`config.mk`:
```
export PLATFORM = sky130hd
export DESIGN_NAME = hmt_ctrl
export DESIGN_NICKNAME = d
export VERILOG_FILES = /design/src/sv/hmt_pkg.sv /design/src/sv/hmt_ctrl.sv
export SDC_FILE = /design/constraint.sdc
export NUM_CORES = 1
export LEC_CHECK = 0
export ABC_AREA = 1
export BUFFER_PORTS_ARGS = -buffer_cell sky130_fd_sc_hd__buf_2
export CORE_AREA = 2 2 39 41
export CTS_CLUSTER_DIAMETER = 150
export CTS_CLUSTER_SIZE = 30
export DETAILED_ROUTE_END_ITERATION = 10
export DIE_AREA = 0 0 41 43
export GPL_TIMING_DRIVEN = 1
export PLACE_DENSITY_LB_ADDON = 0.15
export SYNTH_ARGS = -nofsm -noshare
export SYNTH_HDL_FRONTEND = slang
export SYNTH_SLANG_ARGS = --single-unit
```
`constraint.sdc`:
```
create_clock -name i_clk -period 1.32 [get_ports i_clk]
set_clock_uncertainty 0.2 [all_clocks]
set_input_delay 0.132 -clock i_clk [delete_from_list [all_inputs] [get_ports i_clk]]
set_output_delay 0.132 -clock i_clk [all_outputs]
set_load 0.01 [all_outputs]
```
`src/sv/hmt_pkg.sv`:
```
// Shared constants and control/status types for the histogram median threshold block.
package hmt_pkg;

    localparam int BINS   = 256;
    localparam int BIN_W  = 8;
    localparam int RES_W  = 9;
    localparam int IN_W   = 8;
    localparam int OUT_W  = 16;

    localparam logic [RES_W-1:0] RES_EMPTY = RES_W'(BINS);

    typedef struct packed {
        logic ready;
        logic clr_wr;
        logic start_scan;
        logic scan_rd;
        logic emit;
    } t_cmd;

    typedef struct packed {
        logic addr_last;
        logic last_acc;
        logic out_busy;
    } t_sts;

endpackage

```
`src/sv/hmt_ctrl.sv`:
```
// Controller: memory clear after reset, pixel intake, end-of-frame scan and result hand-off.
module hmt_ctrl
    import hmt_pkg::*;
(
    input  logic i_clk,
    input  logic i_rst_n,
    input  t_sts i_sts,
    output t_cmd o_cmd
);

    typedef enum logic [2:0] {
        S_CLEAR,
        S_RUN,
        S_DRAIN,
        S_SCAN,
        S_TAIL,
        S_EMIT
    } t_state;

    t_state r_state;
    t_state n_state;

    always_comb begin
        n_state = r_state;
        o_cmd   = '0;
        unique case (r_state)
            S_CLEAR: begin
                o_cmd.clr_wr = 1'b1;
                if (i_sts.addr_last) n_state = S_RUN;
            end
            S_RUN: begin
                o_cmd.ready = 1'b1;
                if (i_sts.last_acc) n_state = S_DRAIN;
            end
            S_DRAIN: begin
                // last pixel's bin is written back during this cycle
                o_cmd.start_scan = 1'b1;
                n_state          = S_SCAN;
            end
            S_SCAN: begin
                o_cmd.scan_rd = 1'b1;
                if (i_sts.addr_last) n_state = S_TAIL;
            end
            S_TAIL: begin
                n_state = S_EMIT;
            end
            S_EMIT: begin
                if (!i_sts.out_busy) begin
                    o_cmd.emit = 1'b1;
                    n_state    = S_RUN;
                end
            end
            default: n_state = S_CLEAR;
        endcase
    end

    always_ff @(posedge i_clk) begin
        if (!i_rst_n) begin
            r_state <= S_CLEAR;
        end else begin
            r_state <= n_state;
        end
    end

endmodule

```
==> out/results.txt <==
IO Count: 10
Synth Warn #: 0
CTS max path bufs: 2
crit path time final: 1.29 ns
Critical Path, Cell by Cell: inv_4, nand3_2, nor2_1, buf_2
Hold Violations, Final: 0
top post-synthesis cells by area: dfxtp_1 27%, nor2_1 15%, nand3_1 13%, inv_1 12%, nand2_1 12%
commonest cells in the netlist: 9 x nor2_1, 7 x inv_1, 7 x nand2_1
arrival time at the worst endpoint: 0.96 ns
final worst path period share: 97.9%
cts bufs inserted: 3
DR iter-0 viols: 6
Via Count: 286
post-DR wirelength/cell: 8.31 um
DP Worst Slack: 0.0126 ns
CTS tree: done
Worst setup SP type: register
Synth Instances: 41
worst-path fanout max: 5
pin count of the biggest net entering global routing: 8
drt first pass iters: 2
Placer Congestion: 0.665
num rows: 14
max FFs per register: 3
Vias/cell: 3.97
H-tree depth: 1
total grt overflow: 0
initial antenna violation count: 0
outcome: finished clean
Max IR drop VDD: 549 uV
Slew Viols, Final: 0
largest registers: r_state: 3 flops
critical path class: register to primary output
Post-Syn Area: 223 um2
slew margin rel.: 88.1%
FF-to-FF path depth: 6
initial core utilization: 16.1%
post-layout net count: 62
# Post-CTS Setup Buffers: 0
fmax: 774 MHz
IO buf count: 9
worst hold path type: input port to register
setup slack, reg-to-reg: 0.05 ns
HPWL Detailed: 444 um
CP max stage cell: dfxtp_4
Layout area overhead: 72.5%
die area: 1760 um2
#FFs+latches synth: 3
Main synth FF type: dfxtp_1
Hold Crit Depth: 3
total of max-cap violations: 0
crit end category: primary output
Final ANT Viol Nets: 0
count leader, synth: nor2_1
endpoints failing setup: 0
synth unique cells: 12
RSZ-0062 raised after global routing: yes
P_leak: 0.202 nW
number of flops mapped to enable cells by yosys: 0
Crit path depth: 4
syn avg cell area: 5.43 um2
fraction of synthesized cell area taken by the top area cell type: 27.0%
Tightest Pin Transition: 0.177 ns
die width: 41 um
Layout Cell Area excl Fill: 384 um2
Worst-path clk slew: 0.04 ns
Seq/Total Area, Yosys: 27.0%
Post-Synthesis Net Count: 46
layout cells sized above 1: 46.4%
asr flop ratio synth: 0%
placed cell area: 295 um2
Top reg by flops: r_state
largest area contributor in the netlist: dfxtp_1
CP delay by family, top: flip-flops
# DRC: 0
worst hold slack: 0.0157 ns
Post-Route Setup TNS: 0 ns
vias in the first global route: 244
core box area: 1380 um2
WL final: 598 um
final worst setup slack: 0.0272 ns
clock sink count: 3
Critical path buffers and inverters: 2
Die Span Y: 43 um
clk root buf: clkbuf_4
Slowest Stage Delay on Critical Path: 0.36 ns
Clock Latency Late Sink: 0.23 ns
critical path required time: 0.99 ns
first-pass GRT wire length: 869 um
Tot GR Track Use: 7.82%
ANT cells: 0
power per cell area: 1790 nW/um2
## logic make-up (layout without fill, tap and decap cells)
kind of cell           after synthesis  after routing  share of synthesized area (%)
buffers and inverters                8             23                           13.5
AOI/OAI and AO/OA                    5              5                           11.2
and+or+nand+nor                     25             25                           48.3
DFF                                  3              3                           27.0
## repair_timing
action / in CTS / in global routing
gates resized for setup: 9 / 9
hold buffers: 1 / 0
pin swaps: 0 / 1
setup endpoints to repair: 5 / 5
gates cloned: 0 / 0
endpoints found under the hold margin: 3 / 0
## per-layer routing
metal / up-vias / share of wire [%] / track usage, %
met2: 9 / 44 / 10.9
met1: 119 / 46 / 8.01
li1: 158 / - / -
met4: 0 / 0 / 2.00
met3: 0 / 9.2 / 7.85
met5: - / 0 / 0
## stage by stage
stage	utilization, %	power, W	std cells
6_report	27.8	0.000688	72
5_1_grt	27.8	0.000754	72
4_1_cts	25.7	0.000643	72
3_5_place_dp	21.3	0.000437	67
3_3_place_gp	21.3	0.000448	67
2_1_floorplan	-	0.000338	41
## worst register-to-register path: stages (launching register included)
cell and delay, ns:
dfxtp_4 0.37, inv_4 0.08, nand3_2 0.10, o21ai_0 0.19
nor2_1 0.08, nor2_1 0.09, nor2_1 0.05
## area by class of cell
class | count | area, um2
fill | 163 | 1000
multi-input combinational | 30 | 163
sequential | 3 | 71.3
timing repair buffer | 11 | 68.8
inverter | 8 | 35.0
clock buffer | 4 | 26.3
tap | 16 | 20.0
## path summary, 6_finish.rpt
kind | start | end
worst max register to register | r_state[2] | r_state[1]
worst min register to register | r_state[1] | r_state[1]
worst min-delay path | i_sts[0] | r_state[2]
worst max-delay path | r_state[1] | o_cmd[0]
## cell usage in the layout, fill, tap and decap left out, drive strengths merged
cell / count
buf: 10
clkbuf: 4
inv: 8
o21ai: 2
nand3: 6
nor2: 10
a21oi: 3
dlygate4sd3: 1
nand2: 7
dfxtp: 3
nand4: 1
nor3: 1
## where the power goes
part / switching (W) / internal, W
registers: 0.0000618 / 0.000129
logic: 0.000185 / 0.000151
clock network: 0.0000480 / 0.000113
total: 0.000295 / 0.000394
Note: power is estimated with default switching activity, not from simulation.
